**config.mk**
```make
export PLATFORM = sky130hd
export DESIGN_NAME = x86_alu_with_flags_flat
export DESIGN_NICKNAME = d
export VERILOG_FILES = /design/src/sv/xalu_pkg.sv /design/src/sv/xalu_if.sv /design/src/sv/x86_alu_with_flags.sv /design/src/sv/xalu_status.sv /design/src/flat_wrapper.sv
export SDC_FILE = /design/constraint.sdc
export NUM_CORES = 1
export LEC_CHECK = 0
export ABC_CLOCK_PERIOD_IN_PS = 8000
export BUFFER_PORTS_ARGS = -buffer_cell sky130_fd_sc_hd__buf_2
export CAP_MARGIN = 10
export CORE_MARGIN = 3
export CORE_UTILIZATION = 52
export CTS_CLUSTER_SIZE = 12
export DETAILED_ROUTE_END_ITERATION = 8
export HOLD_SLACK_MARGIN = 0.08
export PLACE_DENSITY = 0.72
export SYNTH_ARGS = -nofsm -noshare
export SYNTH_HDL_FRONTEND = slang
export SYNTH_SLANG_ARGS = --single-unit
```
**constraint.sdc**
```tcl
create_clock -name i_clk -period 8 [get_ports i_clk]
set_input_delay 0.4 -clock i_clk [delete_from_list [all_inputs] [get_ports i_clk]]
set_output_delay 0.4 -clock i_clk [all_outputs]
set_load 0.01 [all_outputs]
```
**src/sv/xalu_pkg.sv**
```systemverilog
// Shared constants and types for the x86 integer ALU with flags.
`default_nettype none

package xalu_pkg;

    localparam int unsigned DATA_W = 32;

    // operation codes
    localparam logic [3:0] OP_ADD = 4'd0;
    localparam logic [3:0] OP_OR  = 4'd1;
    localparam logic [3:0] OP_ADC = 4'd2;
    localparam logic [3:0] OP_SBB = 4'd3;
    localparam logic [3:0] OP_AND = 4'd4;
    localparam logic [3:0] OP_SUB = 4'd5;
    localparam logic [3:0] OP_XOR = 4'd6;
    localparam logic [3:0] OP_INC = 4'd8;
    localparam logic [3:0] OP_DEC = 4'd9;
    localparam logic [3:0] OP_NOT = 4'd10;
    localparam logic [3:0] OP_NEG = 4'd11;

    // operand size codes
    localparam logic [1:0] SZ_BYTE = 2'd0;
    localparam logic [1:0] SZ_WORD = 2'd1;

    // flag masks
    localparam logic [DATA_W-1:0] FLAG_CF  = 32'h0000_0001;
    localparam logic [DATA_W-1:0] FLAG_PF  = 32'h0000_0004;
    localparam logic [DATA_W-1:0] FLAG_AF  = 32'h0000_0010;
    localparam logic [DATA_W-1:0] FLAG_ZF  = 32'h0000_0040;
    localparam logic [DATA_W-1:0] FLAG_SF  = 32'h0000_0080;
    localparam logic [DATA_W-1:0] FLAG_OF  = 32'h0000_0800;
    localparam logic [DATA_W-1:0] FLAG_ALL =
        FLAG_CF | FLAG_PF | FLAG_AF | FLAG_ZF | FLAG_SF | FLAG_OF;

    // what the middle stage does with the operands
    typedef enum logic [1:0] {
        KIND_ADD,
        KIND_SUB,
        KIND_PASS,
        KIND_NOT
    } t_kind;

    // result status bits
    typedef struct packed {
        logic pf;
        logic zf;
        logic sf;
    } t_status;

endpackage

`default_nettype wire

```
**src/sv/xalu_if.sv**
```systemverilog
// Request and response channel interfaces of the ALU.
`default_nettype none

interface xalu_req_if;
    logic                       valid;
    logic                       ready;
    logic [3:0]                 req_type;
    logic [xalu_pkg::DATA_W-1:0] operand_a;
    logic [xalu_pkg::DATA_W-1:0] operand_b;
    logic [1:0]                 operand_size;
    logic [xalu_pkg::DATA_W-1:0] flags_in;

    modport source (
        output valid, req_type, operand_a, operand_b, operand_size, flags_in,
        input  ready
    );
    modport sink (
        input  valid, req_type, operand_a, operand_b, operand_size, flags_in,
        output ready
    );
endinterface

interface xalu_rsp_if;
    logic                       valid;
    logic                       ready;
    logic [xalu_pkg::DATA_W-1:0] result;
    logic [xalu_pkg::DATA_W-1:0] flags_out;

    modport source (
        output valid, result, flags_out,
        input  ready
    );
    modport sink (
        input  valid, result, flags_out,
        output ready
    );
endinterface

`default_nettype wire

```
**src/sv/x86_alu_with_flags.sv**
```systemverilog
// x86 integer ALU with flags, three-stage pipeline.
//
//  Channel | Dir | Fields                                              | Handshake
//  i_req   | in  | req_type operand_a operand_b operand_size flags_in | valid/ready
//  o_rsp   | out | result flags_out                                    | valid/ready
//
//  One request per cycle sustained while o_rsp is ready; each request is registered
//  through the decode, add/subtract and flag assembly stages in that order before
//  its result is presented on o_rsp.
//  Reset clears the stage valid bits only; no clearing pass.
//  A stall on o_rsp holds each occupied stage; an empty stage still fills,
//  so i_req.ready drops only once all three stages are occupied and o_rsp stalls.
`default_nettype none

module x86_alu_with_flags (
    input  wire logic  i_clk,
    input  wire logic  i_rst_n,
    xalu_req_if.sink   i_req,
    xalu_rsp_if.source o_rsp
);
    import xalu_pkg::*;

    // stage valids and advance enables
    logic r_v1, r_v2, r_v3;
    logic w_adv1, w_adv2, w_adv3;

    // stage 1: decoded operands
    t_kind              r_kind1, n_kind1;
    logic [DATA_W-1:0]  r_x1, n_x1;
    logic [DATA_W-1:0]  r_y1, n_y1;
    logic               r_c1, n_c1;
    logic               r_keep1, n_keep1;
    logic [DATA_W-1:0]  r_wmask1, n_wmask1;
    logic [DATA_W-1:0]  r_top1, n_top1;
    logic [DATA_W-1:0]  r_fin1;

    // stage 2: result and carry
    t_kind              r_kind2;
    logic [DATA_W-1:0]  r_x2, r_y2;
    logic [DATA_W-1:0]  r_res2, n_res2;
    logic               r_cf2, n_cf2;
    logic               r_keep2;
    logic [DATA_W-1:0]  r_wmask2;
    logic [DATA_W-1:0]  r_top2;
    logic [DATA_W-1:0]  r_fin2;

    // stage 3: output registers
    logic [DATA_W-1:0]  r_res3;
    logic [DATA_W-1:0]  r_flags3, n_flags3;

    logic [DATA_W-1:0]  w_a_m, w_b_m;
    logic [DATA_W:0]    w_sum, w_diff;
    logic               w_cf, w_of, w_af;
    t_status            w_status;

    assign w_adv3      = !r_v3 || o_rsp.ready;
    assign w_adv2      = !r_v2 || w_adv3;
    assign w_adv1      = !r_v1 || w_adv2;
    assign i_req.ready = w_adv1;

    // ---------------- stage 1: mask and decode ----------------
    always_comb begin
        case (i_req.operand_size)
            SZ_BYTE: begin
                n_wmask1 = 32'h0000_00ff;
                n_top1   = 32'h0000_0080;
            end
            SZ_WORD: begin
                n_wmask1 = 32'h0000_ffff;
                n_top1   = 32'h0000_8000;
            end
            default: begin
                n_wmask1 = 32'hffff_ffff;
                n_top1   = 32'h8000_0000;
            end
        endcase

        w_a_m   = i_req.operand_a & n_wmask1;
        w_b_m   = i_req.operand_b & n_wmask1;
        n_kind1 = KIND_PASS;
        n_x1    = '0;
        n_y1    = '0;
        n_c1    = 1'b0;
        n_keep1 = 1'b0;

        case (i_req.req_type)
            OP_ADD: begin
                n_kind1 = KIND_ADD;
                n_x1    = w_a_m;
                n_y1    = w_b_m;
            end
            OP_ADC: begin
                n_kind1 = KIND_ADD;
                n_x1    = w_a_m;
                n_y1    = w_b_m;
                n_c1    = i_req.flags_in[0];
            end
            OP_INC: begin
                n_kind1 = KIND_ADD;
                n_x1    = w_a_m;
                n_y1    = DATA_W'(1);
                n_keep1 = 1'b1;
            end
            OP_SUB: begin
                n_kind1 = KIND_SUB;
                n_x1    = w_a_m;
                n_y1    = w_b_m;
            end
            OP_SBB: begin
                n_kind1 = KIND_SUB;
                n_x1    = w_a_m;
                n_y1    = w_b_m;
                n_c1    = i_req.flags_in[0];
            end
            OP_DEC: begin
                n_kind1 = KIND_SUB;
                n_x1    = w_a_m;
                n_y1    = DATA_W'(1);
                n_keep1 = 1'b1;
            end
            OP_NEG: begin
                n_kind1 = KIND_SUB;
                n_y1    = w_a_m;
            end
            OP_OR:  n_x1 = w_a_m | w_b_m;
            OP_AND: n_x1 = w_a_m & w_b_m;
            OP_XOR: n_x1 = w_a_m ^ w_b_m;
            OP_NOT: begin
                n_kind1 = KIND_NOT;
                n_x1    = ~w_a_m & n_wmask1;
            end
            // reserved codes give zero with zero-result flags
            default: n_x1 = '0;
        endcase
    end

    // ---------------- stage 2: add or subtract ----------------
    always_comb begin
        w_sum  = {1'b0, r_x1} + {1'b0, r_y1} + {{DATA_W{1'b0}}, r_c1};
        w_diff = {1'b0, r_x1} - {1'b0, r_y1} - {{DATA_W{1'b0}}, r_c1};
        case (r_kind1)
            KIND_ADD: begin
                n_res2 = w_sum[DATA_W-1:0] & r_wmask1;
                // any bit above the size mask is a carry out
                n_cf2  = |(w_sum & ~{1'b0, r_wmask1});
            end
            KIND_SUB: begin
                n_res2 = w_diff[DATA_W-1:0] & r_wmask1;
                n_cf2  = w_diff[DATA_W];
            end
            default: begin
                n_res2 = r_x1;
                n_cf2  = 1'b0;
            end
        endcase
    end

    // ---------------- stage 3: flags ----------------
    xalu_status u_status (
        .i_res    (r_res2),
        .i_top    (r_top2),
        .o_status (w_status)
    );

    always_comb begin
        w_of = 1'b0;
        w_af = 1'b0;
        w_cf = r_keep2 ? r_fin2[0] : r_cf2;
        case (r_kind2)
            KIND_ADD: begin
                w_of = |(~(r_x2 ^ r_y2) & (r_x2 ^ r_res2) & r_top2);
                w_af = |((r_x2 ^ r_y2 ^ r_res2) & FLAG_AF);
            end
            KIND_SUB: begin
                w_of = |((r_x2 ^ r_y2) & (r_x2 ^ r_res2) & r_top2);
                w_af = |((r_x2 ^ r_y2 ^ r_res2) & FLAG_AF);
            end
            default: begin
                w_of = 1'b0;
                w_af = 1'b0;
            end
        endcase

        if (r_kind2 == KIND_NOT) begin
            n_flags3 = r_fin2;
        end else begin
            n_flags3 = (r_fin2 & ~FLAG_ALL)
                     | (w_cf        ? FLAG_CF : '0)
                     | (w_status.pf ? FLAG_PF : '0)
                     | (w_af        ? FLAG_AF : '0)
                     | (w_status.zf ? FLAG_ZF : '0)
                     | (w_status.sf ? FLAG_SF : '0)
                     | (w_of        ? FLAG_OF : '0);
        end
    end

    // ---------------- registers ----------------
    always_ff @(posedge i_clk) begin
        if (!i_rst_n) begin
            r_v1 <= 1'b0;
            r_v2 <= 1'b0;
            r_v3 <= 1'b0;
        end else begin
            if (w_adv1) r_v1 <= i_req.valid;
            if (w_adv2) r_v2 <= r_v1;
            if (w_adv3) r_v3 <= r_v2;
        end
    end

    always_ff @(posedge i_clk) begin
        if (w_adv1) begin
            r_kind1  <= n_kind1;
            r_x1     <= n_x1;
            r_y1     <= n_y1;
            r_c1     <= n_c1;
            r_keep1  <= n_keep1;
            r_wmask1 <= n_wmask1;
            r_top1   <= n_top1;
            r_fin1   <= i_req.flags_in;
        end
        if (w_adv2) begin
            r_kind2  <= r_kind1;
            r_x2     <= r_x1;
            r_y2     <= r_y1;
            r_res2   <= n_res2;
            r_cf2    <= n_cf2;
            r_keep2  <= r_keep1;
            r_wmask2 <= r_wmask1;
            r_top2   <= r_top1;
            r_fin2   <= r_fin1;
        end
        if (w_adv3) begin
            r_res3   <= r_res2;
            r_flags3 <= n_flags3;
        end
    end

    assign o_rsp.valid     = r_v3;
    assign o_rsp.result    = r_res3;
    assign o_rsp.flags_out = r_flags3;

    // ---------------- assertions ----------------
    a_res_masked: assert property (@(posedge i_clk) disable iff (!i_rst_n)
        (r_v2 && w_adv3) |=> ((r_res3 & ~$past(r_wmask2)) == '0))
        else $error("result has bits above the operand size");

    a_flags_kept: assert property (@(posedge i_clk) disable iff (!i_rst_n)
        (r_v2 && w_adv3) |=> (((r_flags3 ^ $past(r_fin2)) & ~FLAG_ALL) == '0))
        else $error("non-status flag bits changed");

    a_logic_clear: assert property (@(posedge i_clk) disable iff (!i_rst_n)
        (r_v2 && w_adv3 && r_kind2 == KIND_PASS)
        |=> ((r_flags3 & (FLAG_CF | FLAG_OF | FLAG_AF)) == '0))
        else $error("logical operation left CF, OF or AF set");

    a_stage2_hold: assert property (@(posedge i_clk) disable iff (!i_rst_n)
        (r_v2 && !w_adv3) |=> (r_v2 && $stable(r_res2) && $stable(r_fin2)))
        else $error("stalled middle stage lost its request");

endmodule

`default_nettype wire

```
**src/sv/xalu_status.sv**
```systemverilog
// Parity, zero and sign flags of a masked result.
`default_nettype none

module xalu_status (
    input  wire logic [xalu_pkg::DATA_W-1:0] i_res,
    input  wire logic [xalu_pkg::DATA_W-1:0] i_top,
    output xalu_pkg::t_status                o_status
);
    import xalu_pkg::*;

    always_comb begin
        // parity looks at the low byte only, set when even
        o_status.pf = ~(^i_res[7:0]);
        o_status.zf = (i_res == '0);
        o_status.sf = |(i_res & i_top);
    end

endmodule

`default_nettype wire

```
**src/flat_wrapper.sv**
```systemverilog
// flat-port wrapper written by rule: the top's interface ports become plain ports
module x86_alu_with_flags_flat import xalu_pkg::*;
  (i_clk, i_rst_n, i_req_valid, i_req_req_type, i_req_operand_a, i_req_operand_b, i_req_operand_size, i_req_flags_in, i_req_ready, o_rsp_valid, o_rsp_result, o_rsp_flags_out, o_rsp_ready);
  xalu_req_if i_req_i ();
  xalu_rsp_if o_rsp_i ();
  input  wire logic i_clk;
  input  wire logic i_rst_n;
  input wire logic [$bits(i_req_i.valid)-1:0] i_req_valid;
  input wire logic [$bits(i_req_i.req_type)-1:0] i_req_req_type;
  input wire logic [$bits(i_req_i.operand_a)-1:0] i_req_operand_a;
  input wire logic [$bits(i_req_i.operand_b)-1:0] i_req_operand_b;
  input wire logic [$bits(i_req_i.operand_size)-1:0] i_req_operand_size;
  input wire logic [$bits(i_req_i.flags_in)-1:0] i_req_flags_in;
  output wire logic [$bits(i_req_i.ready)-1:0] i_req_ready;
  output wire logic [$bits(o_rsp_i.valid)-1:0] o_rsp_valid;
  output wire logic [$bits(o_rsp_i.result)-1:0] o_rsp_result;
  output wire logic [$bits(o_rsp_i.flags_out)-1:0] o_rsp_flags_out;
  input wire logic [$bits(o_rsp_i.ready)-1:0] o_rsp_ready;
  assign i_req_i.valid = i_req_valid;
  assign i_req_i.req_type = i_req_req_type;
  assign i_req_i.operand_a = i_req_operand_a;
  assign i_req_i.operand_b = i_req_operand_b;
  assign i_req_i.operand_size = i_req_operand_size;
  assign i_req_i.flags_in = i_req_flags_in;
  assign i_req_ready = i_req_i.ready;
  assign o_rsp_valid = o_rsp_i.valid;
  assign o_rsp_result = o_rsp_i.result;
  assign o_rsp_flags_out = o_rsp_i.flags_out;
  assign o_rsp_i.ready = o_rsp_ready;
  x86_alu_with_flags u_core (.i_clk(i_clk), .i_rst_n(i_rst_n), .i_req(i_req_i), .o_rsp(o_rsp_i));
endmodule
```
After elaboration in Yosys (flattened, before gate mapping)
Cells that the tools add are included.
- flip-flop bits (word level): 395
- input bits: 106
- output and inout bits: 66
- word-level logic and storage cells: 106
- add/sub/neg operators: 4
- eq/ne operators: 14
- multiplexer cells: 18
- bitwise gates (word level): 26
- reduce and logical (&&, ||, !) cells: 23
- operator list (kind ; number):
    $and A32 B32 Y32 ; 11
    $or A32 B32 Y32 ; 7
    $pmux W32 S2 ; 3
    $pmux W32 S5 ; 1
    $pmux W32 S3 ; 1
    $reduce_or A32 Y1 ; 3
    $xor A32 B32 Y32 ; 3
    $not A32 Y32 ; 2
    $add A32 B32 Y33 ; 1
    $add A33 B1 Y33 ; 1
    $and A33 B33 Y33 ; 1
    $not A32 Y33 ; 1
    $reduce_or A33 Y1 ; 1
    $sub A32 B32 Y33 ; 1
    $sub A33 B1 Y33 ; 1
    $logic_not A32 Y1 ; 1
    $mux W32 ; 1
    $eq A4 B4 Y1 const B ; 4
    $eq A4 B3 Y1 const B ; 3
    $mux W12 ; 1
    $eq A4 B2 Y1 const B ; 2
    $mux W8 ; 1
    $reduce_or A4 Y1 ; 2
    $reduce_xor A8 Y1 ; 1
    other kinds (17) ; 31

Longest topological paths before layout
Gate-level depths: netlist (run 1).
- word-level depth: 9
- gate-level depth with buffers: 15

Modules after synthesis
A second synthesis (run 1) with hierarchy kept.
- cells, all modules: 1423
- area total of the unflattened synthesis: 15188.3 um^2
- by module, submodules not included (module ; times used ; cells each ; area each (um^2)):
    x86_alu_with_flags ; 1 ; 1376 ; 14849.2
    xalu_status ; 1 ; 47 ; 339.1

Least setup slack after synthesis (run 1)
OpenSTA, ideal clock, no wires.
- path type: register to register
- start: register u_core.r_v3, in the netlist u_core.o_rsp.valid
- end: register u_core.r_c1 (enable)
- library setup time: 1250 ps
- data arrival time: 3070 ps
- data required time: 6750 ps
- setup slack: 3679 ps
- stages on the path, launching flop included: 3
- path buffers: 0
- cells stage by stage: dfxtp_1 > nor2b_1 > nand3_1
- cells in the longest elaborated chain, start to end: 4
- ends and longest elaborated chain (element ; RTL line ; source):
    start, declared ; x86_alu_with_flags.sv:24 ; logic r_v1, r_v2, r_v3;
    start signal, assigned ; x86_alu_with_flags.sv:206 ; if (w_adv3) r_v3 <= r_v2;
    $logic_not A1 Y1 ; x86_alu_with_flags.sv:56 ; assign w_adv3 = !r_v3 || o_rsp.ready;
    $logic_or A1 B1 Y1 ; x86_alu_with_flags.sv:56 ;
    $logic_or A1 B1 Y1 ; x86_alu_with_flags.sv:57 ; assign w_adv2 = !r_v2 || w_adv3;
    $logic_or A1 B1 Y1 ; x86_alu_with_flags.sv:58 ; assign w_adv1 = !r_v1 || w_adv2;
    net i_req_ready ; flat_wrapper.sv:14 ; output wire logic [$bits(i_req_i.ready)-1:0] i_req_ready;
    end signal, assigned ; x86_alu_with_flags.sv:215 ; r_c1 <= n_c1;
    end, declared ; x86_alu_with_flags.sv:31 ; logic r_c1, n_c1;
The timed path passes the listed nets, and every way through them passes these cells.
A chain may end at the register's enable or synchronous reset.

Worst setup path in the final report (run 1)
- start: register u_core.r_x1[15]
- end: register u_core.r_res2[29] (data pin)
- cells in the longest elaborated chain, start to end: 4
- elaborated cells between the ends (all ways): 7
- classes of those cells: add/sub: 4; mux: 1; bitwise: 2
- ends and longest elaborated chain (element ; RTL line ; source):
    start, declared ; x86_alu_with_flags.sv:29 ; logic [DATA_W-1:0] r_x1, n_x1;
    start signal, assigned ; x86_alu_with_flags.sv:213 ; r_x1 <= n_x1;
    $sub A32 B32 Y33 or $add A32 B32 Y33 (tied branches) ; x86_alu_with_flags.sv:140, x86_alu_with_flags.sv:139 ;
    $sub A33 B1 Y33 or $add A33 B1 Y33 (tied branches) ; x86_alu_with_flags.sv:140, x86_alu_with_flags.sv:139 ;
    $and A32 B32 Y32, on equally long branches ; x86_alu_with_flags.sv:148, x86_alu_with_flags.sv:143 ;
    $pmux W32 S2 (*) ; x86_alu_with_flags.sv:141 ; case (r_kind1)
    net u_core.n_res2[29] ; x86_alu_with_flags.sv:40 ; logic [DATA_W-1:0] r_res2, n_res2;
    end signal, assigned ; x86_alu_with_flags.sv:225 ; r_res2 <= n_res2;
    end, declared ; x86_alu_with_flags.sv:40 ;
Mark *: on every way through the listed nets, which the timed path passes. The rest lies on a longest branch.

==> qor.txt, run 1 <==
======================================================================================
Post-cts hold buffer count ..............................................           31
Depth of the CTS H-tree .................................................            1
Initial antenna violation count .........................................            0
Worst setup slack after layout ..........................................      4.04 ns
Count of inserted antenna diode cells ...................................            0
Power share of the sequential group .....................................        44.2%
Tightest Pin Transition .................................................      1.14 ns
TritonCTS clock tree ....................................................        built
Final period demand of the worst path ...................................      3.96 ns
Number of instances resized during post-cts repair ......................            0
Filler cell count .......................................................        2,460
Number of distinct standard cells referenced by the synthesized netlist .           82
Comb power frac .........................................................        25.5%
Pin count of the biggest net entering global routing ....................           80
Switching component of the power ........................................      1.11 mW
Final RePlAce weighted congestion .......................................        0.977
CTS clock-pin slew for the worst setup and hold paths ...................      0.07 ns
Area share of xor/xnor cells in the synthesized design ..................        2.11%
Dominant combinational cell family by area after synthesis .............. compound AO/OA/AOI/OAI gates
Via count normalized by instance count ..................................         5.89
Unrepaired setup endpoints after global routing .........................           no
Latest clock arrival within the worst-skew pair .........................      0.54 ns
Global route total overflow .............................................            0
Adder-cell share of the synthesized area ................................        13.3%
PD cells ................................................................   207 nW/µm²
Overall die height ......................................................       180 µm
Worst path arrival time .................................................      4.25 ns
Footprint of the multi-input gates ......................................     7410 µm²
Setup violations, final .................................................            0
Slew Limit Fails ........................................................            0
Worst setup skew after layout ...........................................    0.0241 ns
Cell area after technology mapping ......................................   15,800 µm²
TritonCTS buffer count ..................................................           26
Area growth from synthesis to layout ....................................        14.8%
Switch share ............................................................        29.6%
Total routing usage reported by global routing ..........................        24.5%
Global-route wire length before repair ..................................    65,300 µm
Post-route DRC violation count ..........................................            0
Async set-reset flop share out of synthesis .............................           0%
Post-layout net count ...................................................        1,990
Die outline area ........................................................   32,500 µm²
Average routed wire per standard cell ...................................      19.3 µm
Initial core utilization ................................................        53.0%
Clock sink total ........................................................          250
Fmax ....................................................................      252 MHz
Layout cells sized above 1 ..............................................        13.8%
Share of the cycle needed by the critical path after routing ............        49.5%
Final core area utilization .............................................        60.9%
Number of synthesized register bits .....................................          250
Setup crit end kind .....................................................    flip-flop
Post-detailed-route count of antenna-violating nets .....................            0
Synthesized instance count ..............................................        1,531
Sequential share of the synthesized area ................................        47.3%
Multiplexer share of the synthesized area ...............................        1.42%
Post-synthesis compound-gate area fraction ..............................        17.2%
Syn_area_per_cell .......................................................     10.3 µm²
Post-CTS setup-driven buffer insertion count ............................            0
Sum of negative setup slack .............................................         0 ns
Prevailing post-synth register cell .....................................     edfxtp_1
Relative contribution of the clock network to total power ...............        30.3%
Startpoint type of the worst setup path .................................    flip-flop
WL final ................................................................    40,900 µm
Synth Net Count .........................................................        1,802
Crit Path Category ...................................................... flip-flop to flip-flop
Max-slew headroom at the worst pin ......................................        23.8%
Vias post-DR ............................................................        12.5k
Class of the worst hold path ............................................ primary input to flip-flop
Initial DRC count .......................................................        1,119
Number of standard-cell rows in the floorplan ...........................           63
Endpoint required time on the critical path .............................      8.29 ns
Placed wire-length estimate after detailed placement ....................    30,900 µm
Sequential standard cell area ...........................................     7480 µm²
Post-Synth Simple-Gate Area .............................................        12.7%
Floorplan die width .....................................................       180 µm
Worst-case vdd ir drop ..................................................     0.133 mV
Leakage power figure ....................................................      8.19 nW
Setup Slack @ Placement .................................................      4.17 ns
Number of global-route vias before repair ...............................        12.0k
Internal power ..........................................................      2.64 mW
Port Buf Inserts ........................................................          171
Final Hold Vio Count ....................................................            0
CTS Root Cell ...........................................................    clkbuf_16
Outcome ................................................................. complete, no violations
Number of top-level pins ................................................          172
Total iterations of the first detailed-routing run ......................            6
Number of flops mapped to enable cells by yosys .........................          247
Largest buffer count on any clock path ..................................            3
Max-cap viol count ......................................................            0
Worst-path maximum fanout ...............................................           10
Core footprint ..........................................................   29,800 µm²
Number of warnings reported in the yosys synthesis log ..................            0
======================================================================================
## cell type report
class | instances | area share [%]
clock buffers | 36 | 3.85
flip-flops and latches | 250 | 41.2
clock inverters | 6 | 0.504
inverters | 191 | 3.95
well taps | 390 | 2.69
multi-input cells | 1037 | 40.9
repair buffers | 213 | 6.89
## power by group through the flow
stage / combinational [mW] / sequential, mW / clock [mW]
finish: 0.957 / 1.65 / 1.14
global route: 1.06 / 1.67 / 1.21
CTS: 0.944 / 1.66 / 1.16
floorplan: 0.632 / 1.68 / 0
detailed placement: 0.926 / 1.68 / 0
global placement: 0.909 / 1.67 / 0
## cell families (layout without fill, tap and decap cells)
logic type | count (synthesis) | in the layout
AO/OA/AOI/OAI | 400 | 400
adder cells (fa/ha/maj) | 166 | 166
AND/OR/NAND/NOR | 411 | 411
buffers and inverters | 244 | 446
multiplexers | 22 | 22
XOR/XNOR | 38 | 38
flip-flops | 250 | 250
## stage by stage
step	hold slack, ns	instance area [µm²]	instances	total power, mW
floorplan	0.400	15800	1531	2.31
global placement	0.400	17000	2050	2.58
detailed placement	0.405	17000	2050	2.61
CTS	0.0842	18100	2123	3.76
global route	0.111	18100	2123	3.95
finish	0.103	18100	2123	3.75
## sequential cells by signal, indices dropped and copies added, names as in the netlist
name / cells
u_core.o_rsp.result: 32
u_core.r_top1: 2
u_core.r_keep1: 1
u_core.r_v2: 1
u_core.r_y2: 4
u_core.o_rsp.flags_out: 32
u_core.r_wmask1: 2
u_core.r_kind2: 2
u_core.r_c1: 1
u_core.r_kind1: 2
u_core.r_x1: 32
u_core.r_keep2: 1
u_core.r_res2: 32
u_core.r_fin1: 32
u_core.r_y1: 32
u_core.r_x2: 4
u_core.r_fin2: 32
u_core.r_v1: 1
u_core.r_cf2: 1
u_core.o_rsp.valid: 1
u_core.r_top2: 3
## path summary, 6_finish.rpt
check	cells after the start	slack, ns	from	endpoint
setup / recovery	13	4.04	u_core.r_x1[15]	u_core.r_res2[29]
hold / removal	2	0.10	i_rst_n	u_core.o_rsp.valid
setup reg to reg	13	4.04	u_core.r_x1[15]	u_core.r_res2[29]
hold reg to reg	0	0.42	u_core.r_fin1[20]	u_core.r_fin2[20]
## cells in the mapped netlist (all sizes together) (15+ instances only)
cell type | number | area share [%]
mux2i | 19 | 1.2
clkbuf | 47 | 1.1
nand2b | 21 | 0.83
nand2 | 137 | 3.3
a21o | 21 | 1.0
o22ai | 46 | 1.8
nor2b | 20 | 0.79
nor2 | 107 | 2.5
nand3 | 18 | 0.57
nor4 | 17 | 0.81
xnor2 | 26 | 1.4
o211ai | 30 | 1.5
a221oi | 26 | 1.4
inv | 189 | 4.5
a21oi | 91 | 2.9
nand4 | 15 | 0.59
o21ai | 60 | 1.9
a211oi | 16 | 0.86
nor3 | 19 | 0.63
edfxtp | 247 | 47
ha | 161 | 13
## placed cells by master, fill, tap and decap left out, drive strengths merged, types with 7 or more instances in the layout
cell type | netlist | final
xnor2 | 26 | 26
a31oi | 9 | 9
mux2i | 19 | 19
nor2b | 20 | 20
a221oi | 26 | 26
ha | 161 | 161
nand2 | 137 | 137
o21ai | 60 | 60
xor2 | 12 | 12
inv | 189 | 189
edfxtp | 247 | 247
o211ai | 30 | 30
nor3 | 19 | 19
nand3 | 18 | 18
clkbuf | 47 | 36
o21a | 12 | 12
buf | 6 | 182
a21o | 21 | 21
or2 | 8 | 8
a311oi | 8 | 8
o2111ai | 11 | 11
nand3b | 8 | 8
or3 | 7 | 7
nand4 | 15 | 15
a21oi | 91 | 91
o22ai | 46 | 46
dlygate4sd3 | 0 | 31
nand2b | 21 | 21
nor2 | 107 | 107
nor4 | 17 | 17
and3 | 12 | 12
a211oi | 16 | 16
o31ai | 9 | 9
o21bai | 11 | 11
## metal layers
metal / track usage (%) / up-vias / routed length (µm) / share of wire, %
met3: 4.08 / 44 / 3570 / 8.7
li1: - / 5997 / - / -
met4: 4.45 / 0 / 662 / 1.6
met2: 37.9 / 584 / 17700 / 43
met1: 37.1 / 5871 / 19000 / 46
met5: 0 / - / 0 / 0
## critical path: stages (launching register included)
cell and delay, ns:
edfxtp_1 0.47, inv_1 0.08, ha_1 0.50, inv_1 0.17, ha_1 0.46, nand4_1 0.17
nor2_1 0.21, nand3_1 0.12, o2111ai_1 0.41, a211oi_1 0.25, o31ai_1 0.38, a21oi_1 0.13
xnor2_1 0.13, a41o_1 0.23
Note: power is estimated with default switching activity, not from simulation.
==> run 2: changes to the inputs <==
--- a/config.mk
+++ b/config.mk
@@ -5,7 +5,7 @@
 export SDC_FILE = /design/constraint.sdc
 export NUM_CORES = 1
 export LEC_CHECK = 0
-export ABC_CLOCK_PERIOD_IN_PS = 8000
+export ABC_CLOCK_PERIOD_IN_PS = 4200
 export BUFFER_PORTS_ARGS = -buffer_cell sky130_fd_sc_hd__buf_2
 export CAP_MARGIN = 10
 export CORE_MARGIN = 3
==> constraint.sdc (replaced) <==
create_clock -name i_clk -period 4.2 [get_ports i_clk]
set_input_delay 0.21 -clock i_clk [delete_from_list [all_inputs] [get_ports i_clk]]
set_output_delay 0.21 -clock i_clk [all_outputs]
set_load 0.01 [all_outputs]
==> run 2 against run 1 <==
Maximum frequency up 3.0%. Combinational power increased by 92%. Clock power rose by 82%. Via count up 1.0%. Core utilization is 1.4 points higher. Routed wire length about the same. Sequential share of layout area is 0.90 points lower. Critical path type unchanged. Setup slack worse by 3.7 ns. First-iteration DRC count decreased by 0.54%. Highest routed layer unchanged. Critical endpoint is now u_core.r_res2[15]. Cell area is 2.2% higher.
==> qor.txt, run 2 (synthesized netlist as in run 1, its figures left out) <==
===========================================================================
Number of top-level pins .....................................          172   unchanged
Placed wire-length estimate after detailed placement .........    30,900 µm   -0.19%
Post-detailed-route count of antenna-violating nets ..........            0   unchanged
Initial antenna violation count ..............................            0   unchanged
Unrepaired setup endpoints after global routing ..............           no
Setup Slack @ Placement ......................................     0.447 ns   -3.73 ns
Total iterations of the first detailed-routing run ...........            5   -1
Sequential standard cell area ................................     7480 µm²   unchanged
Most used cells in the layout excluding fill and tap cells ... edfxtp_1, inv_1, buf_2
Setup crit end kind ..........................................    flip-flop
Global route total overflow ..................................            0   unchanged
WL final .....................................................    40,900 µm   about the same
Filler cell count ............................................        2,470   +0.41%
Post-layout net count ........................................        2,036   +2.3%
Initial core utilization .....................................        53.0%   unchanged
Footprint of the multi-input gates ...........................     7410 µm²   unchanged
Capturing point of the worst reg2reg path .................... u_core.r_res2[15]
Area growth from synthesis to layout .........................        17.4%
Share of the cycle needed by the critical path after routing .        91.6%   +42 points
Min-Delay Endpoint ........................................... u_core.r_y1[29]
Number of instances resized during post-cts repair ...........            0   unchanged
Class of the worst hold path ................................. primary input to flip-flop
WHS Path Cells ...............................................            3   +1
Post-route DRC violation count ...............................            0   unchanged
Count of inserted antenna diode cells ........................            0   unchanged
Worst r2r src ................................................  u_core.r_c1
Final Hold Vio Count .........................................            0   unchanged
TritonCTS clock tree .........................................        built
Number of global-route vias before repair ....................        12.1k   +0.65%
Port Buf Inserts .............................................          171   unchanged
Sum of negative setup slack ..................................         0 ns   unchanged
CTS Root Cell ................................................    clkbuf_16
Slew Limit Fails .............................................            0   unchanged
Depth of the CTS H-tree ......................................            1   unchanged
Vias post-DR .................................................        12.6k   +1.0%
Number of standard-cell rows in the floorplan ................           63   unchanged
Final RePlAce weighted congestion ............................        0.936   -4.2%
Initial DRC count ............................................        1,113   -0.54%
Worst-case vdd ir drop .......................................     0.250 mV   +88%
Setup slack of the most critical reg-to-reg path .............      0.35 ns   -3.68 ns
Worst-path maximum fanout ....................................            3   -7
Cell Count, Final, Fillers Out ...............................        2,167   +2.1%
Clock sink total .............................................          250   unchanged
Endpoint required time on the critical path ..................      4.56 ns   -3.73 ns
Max-slew headroom at the worst pin ...........................        25.2%   +1.4 points
Worst path arrival time ......................................      4.21 ns   -0.04 ns
Final period demand of the worst path ........................      3.85 ns   -0.116 ns
CTS clock-pin slew for the worst setup and hold paths ........      0.06 ns   about the same
Average routed wire per standard cell ........................      18.9 µm   -2.1%
Startpoint type of the worst setup path ......................    flip-flop
Path depth of the worst reg2reg path .........................           13   unchanged
Via count normalized by instance count .......................         5.82   -1.1%
Die outline area .............................................   32,500 µm²   unchanged
Fmax .........................................................      260 MHz   +3.0%
Startpoint of the tightest hold check path ................... i_req_operand_b[29]
Cell Count Post-Placement ....................................        2,058   +0.39%
Leakage power figure .........................................      8.37 nW   +2.3%
Latest clock arrival within the worst-skew pair ..............      0.53 ns   about the same
Layout cells sized above 1 ...................................        13.8%   about the same
Core footprint ...............................................   29,800 µm²   unchanged
Crit Path Category ........................................... flip-flop to flip-flop
Pin count of the biggest net entering global routing .........           80   unchanged
First element of the critical path ...........................  u_core.r_c1
Worst setup skew after layout ................................    0.0141 ns   -0.0100 ns
TritonCTS buffer count .......................................           26   unchanged
Global-route wire length before repair .......................    64,400 µm   -1.4%
Power consumption ............................................      7.08 mW   +89%
Setup violations, final ......................................            0   unchanged
Max-cap viol count ...........................................            0   unchanged
Worst hold slack .............................................    0.0969 ns   -0.00642 ns
Commonest non-fill, non-tap cell in the layout ...............     edfxtp_1
PD cells .....................................................   382 nW/µm²   +85%
Post-CTS setup-driven buffer insertion count .................            0   unchanged
Worst setup slack after layout ...............................     0.354 ns   -3.68 ns
Overall die height ...........................................       180 µm   unchanged
Outcome ...................................................... complete, no violations
Floorplan die width ..........................................       180 µm   unchanged
Tightest Pin Transition ......................................      1.12 ns   -0.0216 ns
Total routing usage reported by global routing ...............        24.2%   -0.31 points
Largest buffer count on any clock path .......................            3   unchanged
===========================================================================
-- run 2: cell types whose count changed in the layout (fill, tap and decap cells not counted) --
cell           change
clkinv_8           -1
buf_4              +8
clkinv_1           +4
dlygate4sd3_1     +38
clkbuf_8           -1
clkbuf_16          +1
clkbuf_1           -4
bufinv_16          -1
-- run 2: worst max-delay path by stage --
stage | endpoint | depth (start not counted) | slack (ns)
after floorplan | u_core.r_cf2 | 11 | 0.93
after global placement | u_core.r_cf2 | 11 | 0.47
after detailed placement | u_core.r_res2[29] | 13 | 0.45
after CTS | u_core.r_res2[15] | 13 | 0.45
after global routing | u_core.r_res2[29] | 13 | 0.14
final | u_core.r_res2[15] | 13 | 0.35
-- run 2: repair_timing --
item | 4_1_cts | 5_1_grt
endpoints found under the hold margin | 69 | 0
setup endpoints to repair | 0 | 0
hold buffers | 69 | 0
-- run 2: final cells by class --
cell class | count | area share, %
multi-input cells | 1037 | 40.0
flip-flops and latches | 250 | 40.3
repair buffers | 259 | 9.11
clock buffers | 32 | 3.75
well taps | 390 | 2.63
clock inverters | 8 | 0.324
inverters | 191 | 3.87
-- run 2: worst max-delay path: stages, from the launching register on --
cell	delay, ns
edfxtp_1	0.44
fa_1	0.58
inv_1	0.06
ha_1	0.17
o21a_1	0.19
a31oi_1	0.21
o21ai_0	0.20
a31oi_1	0.35
o21ai_0	0.19
a31oi_1	0.24
xor2_1	0.09
a2111oi_0	0.58
buf_4	0.22
a21o_1	0.15
-- run 2: per-stage QoR --
stage                     utilization [%]  cell area, µm²
after floorplan                         -           15800
after global placement               57.4           17100
after detailed placement             57.4           17100
after CTS                            62.2           18500
after global routing                 62.2           18500
final                                62.2           18500
-- run 2: where the power goes --
part	internal [mW]	switching (mW)	leakage (nW)	total [mW]
Sequential	3.02	0.135	2.81	3.16
Combinational	0.763	1.08	5.20	1.84
Clock	1.21	0.867	0.371	2.08
Total	5.00	2.08	8.37	7.08
-- run 2: metal layers --
metal	track usage (%)	vias to the layer above	share of wire, %	wire length, µm
li1	-	6082	-	-
met1	36.3	5925	46	18900
met2	37.5	546	43	17700
met3	3.82	68	8.3	3410
met4	5.47	0	2.3	937
met5	0	-	0	0
==> run 3: changes to the inputs <==
--- a/config.mk
+++ b/config.mk
@@ -8,12 +8,14 @@
 export ABC_CLOCK_PERIOD_IN_PS = 4200
 export BUFFER_PORTS_ARGS = -buffer_cell sky130_fd_sc_hd__buf_2
 export CAP_MARGIN = 10
+export CELL_PAD_IN_SITES_DETAIL_PLACEMENT = 0
+export CELL_PAD_IN_SITES_GLOBAL_PLACEMENT = 1
 export CORE_MARGIN = 3
-export CORE_UTILIZATION = 52
+export CORE_UTILIZATION = 47
 export CTS_CLUSTER_SIZE = 12
 export DETAILED_ROUTE_END_ITERATION = 8
 export HOLD_SLACK_MARGIN = 0.08
-export PLACE_DENSITY = 0.72
+export PLACE_DENSITY_LB_ADDON = 0.1
 export SYNTH_ARGS = -nofsm -noshare
 export SYNTH_HDL_FRONTEND = slang
 export SYNTH_SLANG_ARGS = --single-unit
==> run 3 against run 2 <==
Core utilization decreased by 5.7 points. Largest power group unchanged. Routed wire length increased by 2.8%. Critical path depth decreased by 1. Register-to-register slack got worse by 0.02 ns. Sequential power about the same. Non-clock buffer count decreased by 5. Clock power about the same.
==> qor.txt, run 3 (synthesized netlist as in run 1, its figures left out) <==
===========================================================================
Outcome ...................................................... complete, no violations
PD cells .....................................................   381 nW/µm²   -0.33%
Die outline area .............................................   35,800 µm²   +10%
Total routing usage reported by global routing ...............        23.0%   -1.2 points
Tightest Pin Transition ......................................      1.10 ns   -0.0215 ns
Port Buf Inserts .............................................          171   unchanged
Pin count of the biggest net entering global routing .........           80   unchanged
Setup Slack @ Placement ......................................     0.358 ns   -0.0890 ns
Vias post-DR .................................................        12.4k   -2.1%
Worst path arrival time ......................................      4.14 ns   -0.07 ns
Max-cap viol count ...........................................            0   unchanged
Number of standard-cell rows in the floorplan ................           66   +4.8%
Layout cells sized above 1 ...................................        13.9%   +0.016 points
Worst hold slack .............................................     0.103 ns   +0.00642 ns
CTS Root Cell ................................................    clkbuf_16
Worst-path maximum fanout ....................................            9   +6
Post-route DRC violation count ...............................            0   unchanged
TritonCTS clock tree .........................................        built
Final Hold Vio Count .........................................            0   unchanged
Setup crit end kind ..........................................    flip-flop
Overall die height ...........................................       189 µm   +5.0%
Count of inserted antenna diode cells ........................            0   unchanged
Global-route wire length before repair .......................    65,900 µm   +2.2%
Area growth from synthesis to layout .........................        17.6%
Slew Limit Fails .............................................            0   unchanged
Leakage power figure .........................................      8.34 nW   -0.38%
Worst setup slack after layout ...............................     0.333 ns   -0.0211 ns
Most used cells in the layout excluding fill and tap cells ... edfxtp_1, inv_1, buf_2
Average routed wire per standard cell ........................      19.0 µm   +0.44%
Startpoint type of the worst setup path ......................    flip-flop
TritonCTS buffer count .......................................           26   unchanged
Final RePlAce weighted congestion ............................        0.956   +2.2%
Placed wire-length estimate after detailed placement .........    31,700 µm   +2.7%
Fmax .........................................................      259 MHz   -0.54%
Via count normalized by instance count .......................         5.57   -4.4%
Latest clock arrival within the worst-skew pair ..............      0.53 ns   about the same
CTS clock-pin slew for the worst setup and hold paths ........      0.06 ns   about the same
Worst-case vdd ir drop .......................................     0.270 mV   +8.1%
Share of the cycle needed by the critical path after routing .        92.1%   +0.50 points
WL final .....................................................    42,000 µm   +2.8%
Max-slew headroom at the worst pin ...........................        26.7%   +1.4 points
Footprint of the multi-input gates ...........................     7420 µm²   about the same
Commonest non-fill, non-tap cell in the layout ...............     edfxtp_1
Final period demand of the worst path ........................      3.87 ns   +0.0211 ns
Unrepaired setup endpoints after global routing ..............           no
Worst setup skew after layout ................................    0.0109 ns   -0.00313 ns
Class of the worst hold path ................................. primary input to flip-flop
Depth of the CTS H-tree ......................................            1   unchanged
Sequential standard cell area ................................     7480 µm²   unchanged
Core footprint ...............................................   32,900 µm²   +10%
Dpl cell area ................................................   17,200 µm²   +0.32%
Initial core utilization .....................................        48.0%   -5.0 points
Crit Path Category ........................................... flip-flop to flip-flop
Largest buffer count on any clock path .......................            3   unchanged
Post-layout net count ........................................        2,031   -0.25%
Post-detailed-route count of antenna-violating nets ..........            0   unchanged
Final core area utilization ..................................        56.5%   -5.7 points
Endpoint required time on the critical path ..................      4.48 ns   -0.08 ns
Floorplan die width ..........................................       189 µm   +5.0%
Sum of negative setup slack ..................................         0 ns   unchanged
Global route total overflow ..................................            0   unchanged
Setup violations, final ......................................            0   unchanged
Number of global-route vias before repair ....................        11.9k   -2.0%
Initial DRC count ............................................          828   -26%
Clock sink total .............................................          250   unchanged
Total iterations of the first detailed-routing run ...........            5   unchanged
Number of top-level pins .....................................          172   unchanged
Design area ..................................................   18,600 µm²   +0.14%
Initial antenna violation count ..............................            1   +1
Filler cell count ............................................        2,914   +18%
===========================================================================
==> run 3: cell types whose count changed in the layout (fill, tap and decap cells not counted), sizes merged <==
| cell | delta |
|---|---|
| clkbuf | +6 |
| bufinv | -1 |
| clkinvlp | +2 |
| clkinv | -4 |
| buf | -2 |
| dlygate4sd3 | -3 |
==> run 3: report_power, final <==
part	internal, mW	switching (mW)	total (mW)	leakage (nW)
Sequential	3.02	0.136	3.16	2.81
Combinational	0.760	1.09	1.85	5.17
Clock	1.19	0.871	2.06	0.361
Total	4.97	2.10	7.07	8.34
==> run 3: critical path, cell delays in order (launching register included) <==
cell and delay (ns):
edfxtp_1 0.41, ha_1 0.47, inv_1 0.12, ha_1 0.37, a21o_1 0.20, a31oi_1 0.24, o221a_2 0.24, o2111ai_1 0.22
a211oi_1 0.63, o31ai_1 0.18, a21oi_1 0.21, xnor2_1 0.08, a41o_1 0.24
==> run 3: cell type report <==
type / instances / share of cell area (%)
inverter: 191 / 3.86
multi-input combinational: 1037 / 40.0
timing repair buffer: 254 / 8.86
clock inverter: 5 / 0.155
clock buffer: 38 / 3.92
sequential: 250 / 40.3
tap: 442 / 2.98
==> run 3: layer usage <==
metal | global-route usage [%] | part of all wire [%]
met2 | 34.7 | 42
met5 | 0 | 0
met1 | 35.7 | 49
met4 | 3.64 | 1.2
met3 | 3.72 | 7.5
==> run 3: path summary, 6_finish.rpt <==
check | startpoint | to | slack (ns) | depth (start not counted)
setup / recovery | u_core.r_y1[10] | u_core.r_res2[29] | 0.33 | 12
setup reg to reg | u_core.r_y1[10] | u_core.r_res2[29] | 0.33 | 12
hold / removal | i_req_operand_b[1] | u_core.r_y1[1] | 0.10 | 3
hold reg to reg | u_core.r_fin2[27] | u_core.o_rsp.flags_out[27] | 0.42 | 0
==> run 3: what timing repair did <==
| item | 4_1_cts | 5_1_grt |
|---|---|---|
| hold buffers | 66 | 0 |
| hold endpoints to repair | 66 | 0 |
| gates resized for setup | 0 | 0 |
| setup buffers | 0 | 0 |
| endpoints found under the setup margin | 0 | 0 |
==> run 3: metrics by stage <==
step	power [mW]	instances
after CTS	7.11	2217
after global placement	4.97	2108
after detailed placement	4.98	2108
after floorplan	4.40	1531
after global routing	7.46	2217
final	7.07	2217
